File: config.mk
export PLATFORM = sky130hd
export DESIGN_NAME = circle_point_generator_unit
export DESIGN_NICKNAME = d
export VERILOG_FILES = /design/src/rtl/cpg_pkg.sv /design/src/rtl/circle_point_generator_unit.sv /design/src/rtl/cpg_front.sv /design/src/rtl/cpg_queue.sv /design/src/rtl/cpg_back.sv
export SDC_FILE = /design/constraint.sdc
export NUM_CORES = 1
export LEC_CHECK = 0
export ABC_CLOCK_PERIOD_IN_PS = 6000
export BUFFER_PORTS_ARGS = -buffer_cell sky130_fd_sc_hd__buf_4
export CAP_MARGIN = 10
export CORE_MARGIN = 1
export CORE_UTILIZATION = 25
export CTS_BUF_LIST = sky130_fd_sc_hd__clkbuf_8
export DETAILED_ROUTE_END_ITERATION = 8
export PLACE_DENSITY = 0.4
export SLEW_MARGIN = 5
export SYNTH_ARGS = -nofsm -noshare
export SYNTH_HDL_FRONTEND = slang
export SYNTH_SLANG_ARGS = --single-unit
File: constraint.sdc
create_clock -name clk -period 6 [get_ports clk]
set_input_delay 1.2 -clock clk [delete_from_list [all_inputs] [get_ports clk]]
set_output_delay 1.2 -clock clk [all_outputs]
set_load 0.02 [all_outputs]
File: src/rtl/cpg_pkg.sv
// ----------------------------------------------------------------------------
// cpg_pkg
// Shared constants for the circle point generator: default coordinate
// width, step queue depth, register indexes and point select codes.
// ----------------------------------------------------------------------------
package cpg_pkg;

  localparam int CPG_COORD_BITS  = 10;
  localparam int CPG_QUEUE_DEPTH = 2;
  localparam int CPG_CFG_IDX_W   = 2;
  localparam int CPG_SEL_W       = 3;

  // Extra decision bits over the coordinate width.
  localparam int CPG_DEC_EXTRA   = 3;

  // Configuration register indexes.
  localparam logic [CPG_CFG_IDX_W-1:0] CPG_REG_CENTER_X = 2'd0;
  localparam logic [CPG_CFG_IDX_W-1:0] CPG_REG_CENTER_Y = 2'd1;
  localparam logic [CPG_CFG_IDX_W-1:0] CPG_REG_RADIUS   = 2'd2;

  // Point select codes within one step.
  localparam logic [CPG_SEL_W-1:0] CPG_SEL_FIRST = 3'd0;
  localparam logic [CPG_SEL_W-1:0] CPG_SEL_LAST  = 3'd7;

endpackage

File: src/rtl/circle_point_generator_unit.sv
// ----------------------------------------------------------------------------
// circle_point_generator_unit
// Midpoint circle rasterizer: start items load the walk from the radius
// register, productive advance items each yield the eight mirrored points of a step.
// ----------------------------------------------------------------------------
//
//   channel | direction | handshake             | payload
//   --------+-----------+-----------------------+---------------------------
//   in      | input     | in_valid / in_ready   | in_start_req
//   out     | output    | out_valid / out_ready | point_x, point_y, flags
//   cfg     | input     | cfg_valid / cfg_ready | cfg_index, cfg_data
//
// Flow: a start item yields nothing. A productive advance item passes
// once through the front end and yields eight points from the emitter,
// one point per cycle while out_ready is high, so the single output port
// sets the step rate. With the queue and emitter idle, the first point is
// valid once its item has passed the queue slot and the output register.
// Reset: rst_n is synchronous, active low; it clears the walk, the queue,
// the emitter and the config registers.
// Stalls: the front end stalls only when the step queue is full; the
// emitter holds its output register while out_ready is low.
//
module circle_point_generator_unit
  import cpg_pkg::*;
#(
  parameter int COORD_BITS = CPG_COORD_BITS
) (
  input  logic                         clk,
  input  logic                         rst_n,
  // input items
  input  logic                         in_valid,
  output logic                         in_ready,
  input  logic                         in_start_req,
  // result items
  output logic                         out_valid,
  input  logic                         out_ready,
  output logic signed [COORD_BITS:0]   out_point_x,
  output logic signed [COORD_BITS:0]   out_point_y,
  output logic                         out_step_last,
  output logic                         out_circle_done,
  // register writes
  input  logic                         cfg_valid,
  output logic                         cfg_ready,
  input  logic [CPG_CFG_IDX_W-1:0]     cfg_index,
  input  logic [COORD_BITS-1:0]        cfg_data
);

  localparam int QW = 2 * COORD_BITS + 1;

  logic signed [COORD_BITS-1:0] center_x_r, center_y_r;
  logic        [COORD_BITS-2:0] radius_r;

  logic                         push_valid, push_ready, push_done;
  logic signed [COORD_BITS-1:0] push_x, push_y;
  logic                         q_valid, q_ready;
  logic        [QW-1:0]         q_data;
  logic signed [COORD_BITS-1:0] q_x, q_y;
  logic                         q_done;

  // Register writes are always taken; extra data bits and unknown
  // indexes drop silently.
  assign cfg_ready = 1'b1;

  always_ff @(posedge clk) begin
    if (!rst_n) begin
      center_x_r <= '0;
      center_y_r <= '0;
      radius_r   <= '0;
    end else if (cfg_valid && cfg_ready) begin
      case (cfg_index)
        CPG_REG_CENTER_X: center_x_r <= cfg_data;
        CPG_REG_CENTER_Y: center_y_r <= cfg_data;
        CPG_REG_RADIUS:   radius_r   <= cfg_data[COORD_BITS-2:0];
        default: ;
      endcase
    end
  end

  // Front end: classify items and advance the decision walk.
  cpg_front #(
    .COORD_BITS(COORD_BITS)
  ) u_front (
    .clk          (clk),
    .rst_n        (rst_n),
    .in_valid     (in_valid),
    .in_ready     (in_ready),
    .in_start_req (in_start_req),
    .radius       (radius_r),
    .push_valid   (push_valid),
    .push_ready   (push_ready),
    .push_x       (push_x),
    .push_y       (push_y),
    .push_done    (push_done)
  );

  // Queue of pending steps; decouples the walk from point output.
  cpg_queue #(
    .WIDTH (QW),
    .DEPTH (CPG_QUEUE_DEPTH)
  ) u_queue (
    .clk        (clk),
    .rst_n      (rst_n),
    .push_valid (push_valid),
    .push_ready (push_ready),
    .push_data  ({push_done, push_x, push_y}),
    .pop_valid  (q_valid),
    .pop_ready  (q_ready),
    .pop_data   (q_data)
  );

  assign q_done = q_data[QW-1];
  assign q_x    = q_data[2*COORD_BITS-1:COORD_BITS];
  assign q_y    = q_data[COORD_BITS-1:0];

  // Back end: mirror each step into eight points around the live center.
  cpg_back #(
    .COORD_BITS(COORD_BITS)
  ) u_back (
    .clk             (clk),
    .rst_n           (rst_n),
    .center_x        (center_x_r),
    .center_y        (center_y_r),
    .step_valid      (q_valid),
    .step_ready      (q_ready),
    .step_x          (q_x),
    .step_y          (q_y),
    .step_done       (q_done),
    .out_valid       (out_valid),
    .out_ready       (out_ready),
    .out_point_x     (out_point_x),
    .out_point_y     (out_point_y),
    .out_step_last   (out_step_last),
    .out_circle_done (out_circle_done)
  );

  // Output register is empty right after reset.
  a_reset_clears_out: assert property (@(posedge clk)
    !rst_n |=> !out_valid)
    else $error("output valid right after reset");

  // A full queue must have a step to offer the emitter.
  a_full_has_step: assert property (@(posedge clk) disable iff (!rst_n)
    !in_ready |-> q_valid)
    else $error("front stalled while queue is empty");

  // Points of one step follow each other and share the final-step flag.
  a_step_contiguous: assert property (@(posedge clk) disable iff (!rst_n)
    out_valid && out_ready && !out_step_last |=>
      out_valid && (out_circle_done == $past(out_circle_done)))
    else $error("step broken before its eighth point");

endmodule

File: src/rtl/cpg_front.sv
// ----------------------------------------------------------------------------
// cpg_front
// Accepts start and advance items, runs the midpoint decision walk and
// pushes one step record (x, y, final flag) per productive advance.
// ----------------------------------------------------------------------------
module cpg_front
  import cpg_pkg::*;
#(
  parameter int COORD_BITS = CPG_COORD_BITS
) (
  input  logic                         clk,
  input  logic                         rst_n,
  input  logic                         in_valid,
  output logic                         in_ready,
  input  logic                         in_start_req,
  input  logic        [COORD_BITS-2:0] radius,
  output logic                         push_valid,
  input  logic                         push_ready,
  output logic signed [COORD_BITS-1:0] push_x,
  output logic signed [COORD_BITS-1:0] push_y,
  output logic                         push_done
);

  localparam int DW = COORD_BITS + CPG_DEC_EXTRA;

  logic signed [COORD_BITS-1:0] x_r, x_nxt;
  logic signed [COORD_BITS-1:0] y_r, y_nxt;
  logic signed [DW-1:0]         d_r, d_nxt;
  logic                         active_r, active_nxt;

  logic signed [COORD_BITS-1:0] x_inc, y_dec;
  logic signed [DW-1:0]         x_inc_ext, y_dec_ext, diff, d_pos, d_neg;
  logic        [DW-1:0]         r_ext;
  logic                         step_ok, accept, done;

  assign x_inc     = x_r + COORD_BITS'(1);
  assign y_dec     = y_r - COORD_BITS'(1);
  assign x_inc_ext = {{(DW-COORD_BITS){x_inc[COORD_BITS-1]}}, x_inc};
  assign y_dec_ext = {{(DW-COORD_BITS){y_dec[COORD_BITS-1]}}, y_dec};
  assign diff      = x_inc_ext - y_dec_ext;
  assign d_pos     = d_r + (diff <<< 2) + DW'(10);
  assign d_neg     = d_r + (x_inc_ext <<< 2) + DW'(6);
  assign r_ext     = {{(DW-COORD_BITS+1){1'b0}}, radius};

  assign step_ok    = active_r && !(y_r < x_r);
  assign in_ready   = push_ready;
  assign accept     = in_valid && in_ready;
  assign push_valid = in_valid && !in_start_req && step_ok;

  // Final step once the updated y drops below the updated x.
  assign done      = (d_r > 0) ? (y_dec < x_inc) : (y_r < x_inc);
  assign push_x    = x_r;
  assign push_y    = y_r;
  assign push_done = done;

  always_comb begin
    x_nxt      = x_r;
    y_nxt      = y_r;
    d_nxt      = d_r;
    active_nxt = active_r;
    if (accept) begin
      if (in_start_req) begin
        x_nxt      = '0;
        y_nxt      = {1'b0, radius};
        d_nxt      = DW'(3) - (r_ext << 1);
        active_nxt = 1'b1;
      end else if (step_ok) begin
        x_nxt = x_inc;
        if (d_r > 0) begin
          y_nxt = y_dec;
          d_nxt = d_pos;
        end else begin
          d_nxt = d_neg;
        end
        active_nxt = !done;
      end else begin
        active_nxt = 1'b0;
      end
    end
  end

  always_ff @(posedge clk) begin
    if (!rst_n) begin
      x_r      <= '0;
      y_r      <= '0;
      d_r      <= '0;
      active_r <= 1'b0;
    end else begin
      x_r      <= x_nxt;
      y_r      <= y_nxt;
      d_r      <= d_nxt;
      active_r <= active_nxt;
    end
  end

endmodule

File: src/rtl/cpg_queue.sv
// ----------------------------------------------------------------------------
// cpg_queue
// Short step queue between the walk front end and the point emitter.
// ----------------------------------------------------------------------------
module cpg_queue
  import cpg_pkg::*;
#(
  parameter int WIDTH = 2 * CPG_COORD_BITS + 1,
  parameter int DEPTH = CPG_QUEUE_DEPTH
) (
  input  logic             clk,
  input  logic             rst_n,
  input  logic             push_valid,
  output logic             push_ready,
  input  logic [WIDTH-1:0] push_data,
  output logic             pop_valid,
  input  logic             pop_ready,
  output logic [WIDTH-1:0] pop_data
);

  localparam int AW = (DEPTH > 1) ? $clog2(DEPTH) : 1;
  localparam int CW = $clog2(DEPTH + 1);

  logic [WIDTH-1:0] slot_r [DEPTH];
  logic [AW-1:0]    wr_ptr_r, wr_ptr_nxt, rd_ptr_r, rd_ptr_nxt;
  logic [CW-1:0]    count_r, count_nxt;
  logic             do_push, do_pop;

  assign push_ready = (count_r != CW'(DEPTH));
  assign pop_valid  = (count_r != '0);
  assign pop_data   = slot_r[rd_ptr_r];
  assign do_push    = push_valid && push_ready;
  assign do_pop     = pop_valid && pop_ready;

  always_comb begin
    wr_ptr_nxt = wr_ptr_r;
    rd_ptr_nxt = rd_ptr_r;
    count_nxt  = count_r;
    if (do_push) begin
      wr_ptr_nxt = (wr_ptr_r == AW'(DEPTH - 1)) ? '0 : wr_ptr_r + AW'(1);
    end
    if (do_pop) begin
      rd_ptr_nxt = (rd_ptr_r == AW'(DEPTH - 1)) ? '0 : rd_ptr_r + AW'(1);
    end
    if (do_push && !do_pop) begin
      count_nxt = count_r + CW'(1);
    end else if (do_pop && !do_push) begin
      count_nxt = count_r - CW'(1);
    end
  end

  always_ff @(posedge clk) begin
    if (!rst_n) begin
      wr_ptr_r <= '0;
      rd_ptr_r <= '0;
      count_r  <= '0;
    end else begin
      wr_ptr_r <= wr_ptr_nxt;
      rd_ptr_r <= rd_ptr_nxt;
      count_r  <= count_nxt;
    end
  end

  always_ff @(posedge clk) begin
    if (do_push) begin
      slot_r[wr_ptr_r] <= push_data;
    end
  end

endmodule

File: src/rtl/cpg_back.sv
// ----------------------------------------------------------------------------
// cpg_back
// Takes one step record and emits its eight mirrored points, one per
// cycle while out_ready is high, through a registered output stage.
// ----------------------------------------------------------------------------
module cpg_back
  import cpg_pkg::*;
#(
  parameter int COORD_BITS = CPG_COORD_BITS
) (
  input  logic                         clk,
  input  logic                         rst_n,
  input  logic signed [COORD_BITS-1:0] center_x,
  input  logic signed [COORD_BITS-1:0] center_y,
  input  logic                         step_valid,
  output logic                         step_ready,
  input  logic signed [COORD_BITS-1:0] step_x,
  input  logic signed [COORD_BITS-1:0] step_y,
  input  logic                         step_done,
  output logic                         out_valid,
  input  logic                         out_ready,
  output logic signed [COORD_BITS:0]   out_point_x,
  output logic signed [COORD_BITS:0]   out_point_y,
  output logic                         out_step_last,
  output logic                         out_circle_done
);

  logic [CPG_SEL_W-1:0]       sel_r, sel_nxt;
  logic                       valid_r, valid_nxt;
  logic signed [COORD_BITS:0] px_r, py_r, px, py, a_ext, b_ext;
  logic signed [COORD_BITS:0] cx_ext, cy_ext;
  logic signed [COORD_BITS-1:0] a, b;
  logic                       last_r, done_r, load, is_last;

  // sel[2] swaps x and y, sel[1] mirrors the x offset, sel[0] the y offset.
  assign a      = sel_r[2] ? step_y : step_x;
  assign b      = sel_r[2] ? step_x : step_y;
  assign a_ext  = {a[COORD_BITS-1], a};
  assign b_ext  = {b[COORD_BITS-1], b};
  assign cx_ext = {center_x[COORD_BITS-1], center_x};
  assign cy_ext = {center_y[COORD_BITS-1], center_y};
  assign px     = cx_ext + (sel_r[1] ? -a_ext : a_ext);
  assign py     = cy_ext + (sel_r[0] ? -b_ext : b_ext);

  assign is_last    = (sel_r == CPG_SEL_LAST);
  assign load       = step_valid && (!valid_r || out_ready);
  assign step_ready = load && is_last;

  always_comb begin
    sel_nxt   = sel_r;
    valid_nxt = valid_r;
    if (load) begin
      valid_nxt = 1'b1;
      sel_nxt   = is_last ? CPG_SEL_FIRST : sel_r + CPG_SEL_W'(1);
    end else if (out_ready) begin
      valid_nxt = 1'b0;
    end
  end

  always_ff @(posedge clk) begin
    if (!rst_n) begin
      sel_r   <= CPG_SEL_FIRST;
      valid_r <= 1'b0;
    end else begin
      sel_r   <= sel_nxt;
      valid_r <= valid_nxt;
    end
  end

  always_ff @(posedge clk) begin
    if (load) begin
      px_r   <= px;
      py_r   <= py;
      last_r <= is_last;
      done_r <= step_done;
    end
  end

  assign out_valid       = valid_r;
  assign out_point_x     = px_r;
  assign out_point_y     = py_r;
  assign out_step_last   = last_r;
  assign out_circle_done = done_r;

endmodule

==> results.json, run 1 <==
{
  "rows": 69,
  "hold_path.class": "flop to flop",
  "finalSetupTns_ps": 0,
  "nets": 1094,
  "ys.warnings.count": 0,
  "setup_viol": 0,
  "synth_fa_ha_area_share_pct": 13.81,
  "syn-instance-count": 939,
  "synth_compound_area_share_pct": 14.90,
  "stdcell_count": 1452,
  "startpoint_type": "flop",
  "cp_max_fo": 10,
  "globalplace.congestion": 0.8000,
  "numPortBuffers": 43,
  "dpl.cell_count": 1420,
  "yosys.area_share.xor_xnor_pct": 8.330,
  "cts_root_buf": "clkbuf_8",
  "die_w_um": 194.1,
  "clkSlewWorstSetupHoldPaths_ps": 100,
  "synth_top_area_share_pct": 21.49,
  "clk_latency_ps": 470,
  "critical_path_class": "flop to flop",
  "yosys.area.top_type": "edfxtp_1",
  "cts_tree": "done",
  "drtIter0Drc": 374,
  "die_y_um": 194.1,
  "grt_pass1_wl_um": 38630,
  "netlist-cell-type-count": 68,
  "whs_ps": 507.1,
  "wire_per_inst_um": 16.97,
  "leakagePower_nw": 4.160,
  "status": "completed",
  "ios": 45,
  "ys_seq_elements": 138,
  "slew_headroom_pct": 23.96,
  "synth_mux_area_share_pct": 7.530,
  "numCtsBuffers": 17,
  "fin_util_pct": 29.24,
  "r2r_slack_ps": 610,
  "start_util_pct": 25.68,
  "netlist_area_um2": 9223,
  "ir_worst_vdd_mv": 0.1407,
  "synthSimpleGateAreaFrac_pct": 14.58,
  "dr_total_vias": 6758,
  "end_kind": "flop",
  "avgSynthCellArea_um2": 9.822,
  "synth.area.top_cells": "edfxtp_1, dfxtp_1, ha_1",
  "dp_hpwl_um": 18760,
  "hold_viol": 0,
  "cts_hold_buf": 0,
  "drive_gt1_share_pct": 11.81,
  "syn_to_final_growth_pct": 13.85,
  "drt_first_pass_iters": 4,
  "diodes": 0,
  "syn-num-nets": 1055,
  "synthArstFlopShare_pct": 0,
  "min_period_over_period_pct": 89.80,
  "wl_um": 24640,
  "htreeDepth": 4,
  "arrival_ps": 5810,
  "grt_max_degree": 73,
  "synth_seq_area_share_pct": 37.12,
  "synth_top_family_by_area": "compound AO/OA/AOI/OAI gates",
  "ys.flop_type": "dfxtp_1",
  "fmax_mhz": 185.6,
  "drc": 0,
  "track_usage_pct": 13.36,
  "synth_edf_count": 66,
  "finClkSkew_ps": 14.15,
  "crit_required_ps": 6420,
  "p_per_area_nw_per_um2": 262.9,
  "dieArea_um2": 37660,
  "antenna_found_initial": 0,
  "antenna_left": 0,
  "fill_cells": 3790,
  "drv_cap": 0,
  "overflow": 0,
  "coreArea_um2": 35910,
  "routed_via_density": 4.654,
  "drv_slew": 0,
  "clock-sinks": 138,
  "grt_pass1_vias": 6748,
  "tightest_slew_ps": 1136,
  "period_needed_ps": 5388,
  "cts_max_path_buffers": 2,
  "rsz0062_at_grt": "no"
}
layer usage:
metal  track usage (%)  wire length, um  vias up
li1                  -                -     3471
met1             17.25            11980     3193
met2             23.09            11850       77
met3             2.035              452       17
met4             3.469              357        0
met5                 0                0        -
final timing paths:
kind / startpoint / to / cells past startpoint
hold reg to reg: u_front.d_r[0]$_SDFFE_PN0P_ / u_front.d_r[0]$_SDFFE_PN0P_ / 2
setup reg to reg: u_front.push_x[0]$_SDFFE_PN0P_ / u_front.d_r[12]$_SDFFE_PN0P_ / 20
hold / removal: u_front.d_r[0]$_SDFFE_PN0P_ / u_front.d_r[0]$_SDFFE_PN0P_ / 2
setup / recovery: u_front.push_x[0]$_SDFFE_PN0P_ / u_front.d_r[12]$_SDFFE_PN0P_ / 20
through the flow:
stage | setup slack (ps) | total power [mW] | cell area (um2)
final | 612.1 | 2.760 | 10500
after CTS | 438.7 | 2.798 | 10500
after detailed placement | 463.3 | 1.974 | 10090
after global placement | 582.8 | 1.979 | 10090
after floorplan | 1376 | 1.741 | 9223
after global routing | 108.8 | 2.937 | 10500
kinds of logic (layout without fill, tap and decap cells):
| group | Yosys count | in the layout |
|---|---|---|
| other | 1 | 1 |
| adder cells (fa/ha/maj) | 99 | 99 |
| XOR/XNOR | 86 | 86 |
| buffers and inverters | 88 | 140 |
| AND/OR/NAND/NOR | 259 | 259 |
| flip-flops | 138 | 138 |
| multiplexers | 63 | 63 |
| AO/OA/AOI/OAI | 205 | 205 |
layout by cell type, fill, tap and decap left out, drive strengths merged, types with 5 or more instances in the layout:
cell / instances
ha: 93
nand2: 73
dfxtp: 72
edfxtp: 66
inv: 63
xnor2: 62
buf: 52
nor2b: 49
o21ai: 49
mux2i: 48
a21oi: 45
nor2: 41
xor2: 24
a21boi: 17
clkbuf: 17
nand3: 15
nor3: 13
o21bai: 12
and2: 12
mux2: 11
o211ai: 9
nand2b: 9
or3: 9
o21a: 8
nor4: 8
o211a: 8
a21o: 7
a22oi: 7
a211oi: 7
and3: 6
nand4: 6
o2111ai: 6
o31ai: 5
fa: 5
clkinv: 5
registers in the layout, summed over array words and instances (netlist names), named ones only:
signal	cells
u_queue.slot_r	42
u_front.d_r	13
u_back.out_point_x	11
u_back.out_point_y	11
center_x_r	10
center_y_r	10
u_front.push_x	10
u_front.push_y	10
radius_r	9
u_back.sel_r	3
u_queue.count_r	2
u_back.out_circle_done	1
u_back.out_step_last	1
u_back.out_valid	1
u_front.active_r	1
u_queue.rd_ptr_r	1
u_queue.wr_ptr_r	1
cells in the mapped netlist (all sizes together), types with 8 or more instances:
cell,instances
o211ai,9
nand3,15
nor4,8
and2,12
mux2,11
ha,93
edfxtp,66
dfxtp,72
xor2,24
nand2,73
o211a,8
or3,9
nor2,41
inv,56
a21boi,17
o21bai,12
o21ai,49
nand2b,9
clkbuf,25
o21a,8
a21oi,45
nor2b,49
nor3,13
xnor2,62
mux2i,48
final cells by class:
class	count	area, um2	area share (%)
Multi-Input combinational cell	713	5488	52.26
Sequential cell	138	3423	32.60
Tap cell	461	576.8	5.493
Timing Repair Buffer	52	390.4	3.718
Clock buffer	17	234.0	2.228
Inverter	56	210.2	2.002
Clock inverter	15	177.7	1.692
where the power goes:
group / switching [mW] / internal, mW / total [mW]
combinational: 0.488 / 0.366 / 0.854
sequential: 0.0525 / 1.04 / 1.09
clock: 0.461 / 0.352 / 0.813
total: 1.00 / 1.76 / 2.76
repair_timing:
| action | 4_1_cts | 5_1_grt |
|---|---|---|
| endpoints found under the hold margin | 0 | 0 |
| setup endpoints to repair | 0 | 1 |
| resized for setup | 0 | 1 |
| buffers inserted | 0 | 0 |
worst max-delay path, cell delays in order, from the launching register on:
cell	delay [ps]
dfxtp_1	560
ha_1	330
nand3_1	120
xnor2_1	460
ha_1	340
a31oi_1	240
o22ai_1	170
o21ai_0	170
a21oi_1	70
xor2_1	190
ha_1	280
ha_1	230
or3_1	310
a2111oi_1	460
o31ai_1	150
a21oi_1	200
xnor2_1	280
mux2i_1	240
o211ai_1	100
nor4b_1	290
o21a_1	160
Power figures use the tool's default switching activity.
==> inputs of run 2 (changes only) <==
BUFFER_PORTS_ARGS = -buffer_cell sky130_fd_sc_hd__buf_2   (was -buffer_cell sky130_fd_sc_hd__buf_4)
==> results.json, run 2 (synthesis gave the netlist of run 1 again) <==
{
  "hold_path.class": "flop to flop",
  "nets": 1097,
  "numCtsBuffers": 17,
  "coreArea_um2": 35910,
  "path_common_cell": "ha_1",
  "routed_via_density": 4.643,
  "clkSlewWorstSetupHoldPaths_ps": 90,
  "crit_required_ps": 6410,
  "multi_input_area_um2": 5488,
  "antenna_left": 0,
  "fin_util_pct": 28.95,
  "grt_max_degree": 60,
  "rows": 69,
  "fmax_mhz": 189.4,
  "grt_pass1_wl_um": 39360,
  "cts_max_path_buffers": 2,
  "leakagePower_nw": 4.136,
  "r2r_slack_ps": 720,
  "antenna_found_initial": 0,
  "dr_total_vias": 6756,
  "die_y_um": 194.1,
  "start_util_pct": 25.68,
  "layout_common_cells": "ha_1, nand2_1, dfxtp_1",
  "finClkSkew_ps": 14.75,
  "drt_first_pass_iters": 4,
  "diodes": 0,
  "status": "completed",
  "final_common_cell": "ha_1",
  "clk_latency_ps": 460,
  "critical_path_class": "flop to flop",
  "fill_cells": 3809,
  "post_cts_buffers": 0,
  "swShare_pct": 36.13,
  "die_w_um": 194.1,
  "drtIter0Drc": 316,
  "dp_hpwl_um": 19210,
  "dieArea_um2": 37660,
  "grt_pass1_vias": 6880,
  "tightest_slew_ps": 1145,
  "globalplace.congestion": 0.8010,
  "drc": 0,
  "cpPeakStageDelay_ps": 450,
  "cp_max_fo": 7,
  "clock-sinks": 138,
  "wire_per_inst_um": 17.07,
  "power_frac_clock_pct": 28.9,
  "ios": 45,
  "min_period_over_period_pct": 87.99,
  "ff_latch_area_um2": 3423,
  "track_usage_pct": 13.63,
  "stdcell_count": 1455,
  "path_cells": "ha_1 -> nand3_1 -> xnor2_1 -> ha_1 -> a31oi_1 -> o22ai_1 -> o21ai_0 -> a21oi_1 -> xor2_1 -> ha_1 -> ha_1 -> or3_1 -> a2111oi_1 -> o31ai_1 -> a21oi_1 -> xnor2_1 -> mux2i_1 -> o211ai_1 -> nor4b_1 -> o21a_1",
  "p_per_area_nw_per_um2": 262.6,
  "p_int_mw": 1.744,
  "finalSetupTns_ps": 0,
  "reg_top3": "u_queue.slot_r: 42 flops, u_front.d_r: 13 flops",
  "overflow": 0,
  "power_frac_comb_pct": 31.1,
  "ir_worst_vdd_mv": 0.1175,
  "hold_viol": 0,
  "cts_tree": "done",
  "drv_cap": 0,
  "cts_root_buf": "clkbuf_8",
  "end_kind": "flop",
  "seq_power_share_pct": 40.0,
  "period_needed_ps": 5279,
  "whs_ps": 511.1,
  "drv_slew": 0,
  "wl_um": 24830,
  "syn_to_final_growth_pct": 12.73,
  "largest-register": "u_queue.slot_r",
  "htreeDepth": 4,
  "slew_headroom_pct": 23.31,
  "p_sw_mw": 0.9863,
  "arrival_ps": 5690,
  "drive_gt1_share_pct": 12.07,
  "largest_reg_flops": 42,
  "rsz0062_at_grt": "no",
  "startpoint_type": "flop",
  "cpMaxStageDelayCell": "xnor2_1",
  "setup_viol": 0,
  "dpl.cell_count": 1423,
  "numPortBuffers": 43
}
-- run 2: critical path: cells and delay by family, from the launching register on --
family / cells / cell delay, ps
AO/OA/AOI/OAI: 9 / 1740
adder cells (fa/ha/maj): 4 / 1150
XOR/XNOR: 3 / 920
AND/OR/NAND/NOR: 3 / 740
flip-flops: 1 / 440
multiplexers: 1 / 240
-- run 2: final timing paths --
path,start,endpoint,cells past startpoint
min reg2reg,u_front.d_r[0]$_SDFFE_PN0P_,u_front.d_r[0]$_SDFFE_PN0P_,2
max,u_front.push_x[1]$_SDFFE_PN0P_,u_front.d_r[12]$_SDFFE_PN0P_,20
min,u_front.d_r[0]$_SDFFE_PN0P_,u_front.d_r[0]$_SDFFE_PN0P_,2
max reg2reg,u_front.push_x[1]$_SDFFE_PN0P_,u_front.d_r[12]$_SDFFE_PN0P_,20
-- run 2: power by group through the flow --
stage | clock (mW) | sequential (mW) | combinational (mW)
after floorplan | 0 | 1.11 | 0.635
after global placement | 0 | 1.11 | 0.856
after detailed placement | 0 | 1.11 | 0.853
after CTS | 0.823 | 1.09 | 0.857
after global routing | 0.862 | 1.10 | 0.956
final | 0.790 | 1.09 | 0.849
-- run 2: cell type report --
cell class,instances,share of cell area (%)
Clock inverter,15,1.553
Timing Repair Buffer,55,2.913
Sequential cell,138,32.93
Clock buffer,17,2.251
Tap cell,461,5.548
Multi-Input combinational cell,713,52.79
Inverter,56,2.022
-- run 2: per-stage QoR --
step | power, mW | setup slack [ps] | instance area, um2
after floorplan | 1.741 | 1376 | 9223
after global placement | 1.971 | 754.8 | 9995
after detailed placement | 1.967 | 614.9 | 10000
after CTS | 2.773 | 569.2 | 10400
after global routing | 2.916 | 35.41 | 10400
final | 2.730 | 720.7 | 10400
-- run 2: routing by layer --
| layer | part of all wire, % | vias to the layer above | routed length, um | global-route usage [%] |
|---|---|---|---|---|
| li1 | - | 3478 | - | - |
| met1 | 48 | 3178 | 11910 | 17.43 |
| met2 | 48 | 77 | 11880 | 23.17 |
| met3 | 1.9 | 23 | 460 | 2.261 |
| met4 | 2.4 | 0 | 590 | 4.556 |
| met5 | 0 | - | 0 | 0 |
-- run 2: what timing repair did --
action / in CTS / in global routing
gates resized for setup: 0 / 1
setup endpoints to repair: 0 / 1
hold buffers: 0 / 0
==> inputs of run 3 (changes only) <==
SYNTH_HIERARCHICAL = 1   (was unset)
==> results.json, run 3 <==
{
  "rsz0062_at_grt": "no",
  "hold_viol": 0,
  "drt_first_pass_iters": 5,
  "ctsResizeCount": 0,
  "finalSetupTns_ps": 0,
  "cp_max_fo": 8,
  "crit_path_end": "u_front/d_r[12]$_SDFFE_PN0P_",
  "coreArea_um2": 38650,
  "grt_pass1_wl_um": 41970,
  "arrival_ps": 5490,
  "ir_worst_vdd_mv": 0.1072,
  "crit_required_ps": 6420,
  "tightest_slew_ps": 1134,
  "numPortBuffers": 43,
  "cpPeakStageDelay_ps": 510,
  "startpoint_type": "flop",
  "netlist-cell-type-count": 93,
  "synth.area.top_cells": "edfxtp_1, dfxtp_1, ha_1",
  "finClkSkew_ps": 24.99,
  "ys.warnings.count": 6,
  "drv_cap": 0,
  "die_y_um": 199.8,
  "cts_tree": "done",
  "drc": 0,
  "wire_per_inst_um": 16.81,
  "avgSynthCellArea_um2": 9.616,
  "wl_um": 26540,
  "clk_latency_ps": 470,
  "cts_hold_buf": 0,
  "path_cells": "ha_1 -> nor2_1 -> or2_2 -> ha_1 -> a21o_1 -> o21ai_0 -> a221oi_1 -> a211oi_2 -> o21ai_2 -> xor2_1 -> ha_1 -> ha_1 -> or4_1 -> o311ai_0 -> inv_1 -> nand3_1 -> mux2_2 -> a311oi_1 -> o31ai_1 -> nand2_1",
  "dieArea_um2": 39910,
  "min-delay-start": "center_x_r[2]$_SDFFE_PN0P_",
  "largest_reg_flops": 42,
  "diodes": 0,
  "drtIter0Drc": 396,
  "layout_common_cells": "nand2_1, ha_1, dfxtp_1",
  "syn_to_final_growth_pct": 11.16,
  "ys_seq_elements": 138,
  "rows": 72,
  "fmax_mhz": 197.5,
  "total_power_mw": 3.030,
  "ys_top_cells_by_count": "nand2_1, ha_1, dfxtp_1",
  "leakagePower_nw": 4.411,
  "numCtsBuffers": 17,
  "synth_most_common_cell": "nand2_1",
  "r2r_slack_ps": 940,
  "start_util_pct": 25.30,
  "regToRegStartpoint": "u_front/push_x[0]$_SDFFE_PN0P_",
  "reg_top3": "u_queue/slot_r: 42 flops, u_front/d_r: 13 flops",
  "critPathBufInv": 1,
  "dp_hpwl_um": 20400,
  "routed_via_density": 4.660,
  "ios": 45,
  "path_common_cell": "ha_1",
  "grt_max_degree": 52,
  "synth_edf_count": 66,
  "drv_slew": 0,
  "ys.flop_type": "dfxtp_1",
  "critical_path_class": "flop to flop",
  "synthArstFlopShare_pct": 0,
  "synth_seq_area_share_pct": 35.01,
  "cts_root_buf": "clkbuf_8",
  "dr_total_vias": 7358,
  "hold_depth": 2,
  "min_period_over_period_pct": 84.38,
  "synth_top_area_share_pct": 20.27,
  "antenna_left": 0,
  "netlist_area_um2": 9779,
  "antenna_found_initial": 0,
  "clkSlewWorstSetupHoldPaths_ps": 110,
  "nets": 1168,
  "largest-register": "u_queue/slot_r",
  "rr_endpoint": "u_front/d_r[12]$_SDFFE_PN0P_",
  "post_cts_buffers": 0,
  "globalplace.congestion": 0.7929,
  "slew_headroom_pct": 24.05,
  "die_w_um": 199.8,
  "grt_pass1_vias": 7325,
  "yosys.area.top_type": "edfxtp_1",
  "cts_max_path_buffers": 2,
  "final_common_cell": "nand2_1",
  "crit_start": "u_front/push_x[0]$_SDFFE_PN0P_",
  "cp.depth": 20,
  "cpMaxStageDelayCell": "or4_1",
  "hold_path.class": "flop to flop",
  "period_needed_ps": 5063,
  "end_kind": "flop",
  "htreeDepth": 4,
  "drive_gt1_share_pct": 12.44,
  "overflow": 0,
  "fill_cells": 4149,
  "setup_viol": 0,
  "syn-num-nets": 1137,
  "clock-sinks": 138,
  "status": "completed",
  "cp_top_family": "compound AO/OA/AOI/OAI gates",
  "reg2reg_depth": 20,
  "syn-instance-count": 1017,
  "track_usage_pct": 13.88,
  "p_per_area_nw_per_um2": 278.8
}
run 3: worst min-delay path by stage:
stage	slack, ps	end
floorplan	440	center_x_r[0]$_SDFFE_PN0P_
global route	490	center_x_r[3]$_SDFFE_PN0P_
CTS	470	center_x_r[4]$_SDFFE_PN0P_
detailed placement	450	center_x_r[8]$_SDFFE_PN0P_
finish	470	center_x_r[2]$_SDFFE_PN0P_
global placement	450	center_x_r[4]$_SDFFE_PN0P_
run 3: worst reg2reg max path: cells and delay by family (launching register included):
family          cells  cell delay, ps
xor+xnor            1             190
simple gates        5            1140
compound gates      8            1550
buf+inv             1              90
flops               1             500
fa+ha+maj           4            1240
mux                 1             350
run 3: cell type report:
| type | count | area [um2] | share of cell area, % |
|---|---|---|---|
| repair buffers | 49 | 260.3 | 2.394 |
| flip-flops and latches | 138 | 3425 | 31.50 |
| clock inverters | 15 | 132.6 | 1.220 |
| inverters | 58 | 217.7 | 2.003 |
| clock buffers | 17 | 234.0 | 2.152 |
| multi-input cells | 784 | 5953 | 54.77 |
| well taps | 518 | 648.1 | 5.962 |
run 3: where the power goes:
part	switching [mW]	internal (mW)	leakage [nW]
sequential	0.0689	1.06	1.19
combinational	0.685	0.488	3.03
clock	0.431	0.303	0.190
total	1.18	1.85	4.41
run 3: through the flow:
step	hold slack, ps	setup WS [ps]	utilization (%)	cells	area, um2
finish	470.9	937.2	28.13	1579	10870
global route	491.1	446.4	28.13	1579	10870
CTS	472.8	944.4	28.13	1579	10870
detailed placement	454.6	951.0	27.18	1547	10500
global placement	451.8	994.4	27.18	1547	10500
floorplan	439.1	1468	-	1017	9779
run 3: routing by layer:
| metal | routed length [um] | global-route usage (%) |
|---|---|---|
| met1 | 12760 | 18.26 |
| met2 | 12800 | 23.41 |
| met3 | 530 | 2.067 |
| met4 | 460 | 4.128 |
| met5 | 0 | 0 |
run 3: kinds of logic (layout without fill, tap and decap cells):
kind of cell | count (synthesis) | in the layout | synth area share [%]
simple gates | 297 | 297 | 15.94
flops | 138 | 138 | 35.01
other cells | 1 | 1 | 0.03835
compound gates | 225 | 225 | 15.62
xor+xnor | 88 | 88 | 8.188
mux | 71 | 71 | 7.561
buf+inv | 95 | 139 | 4.209
fa+ha+maj | 102 | 102 | 13.43
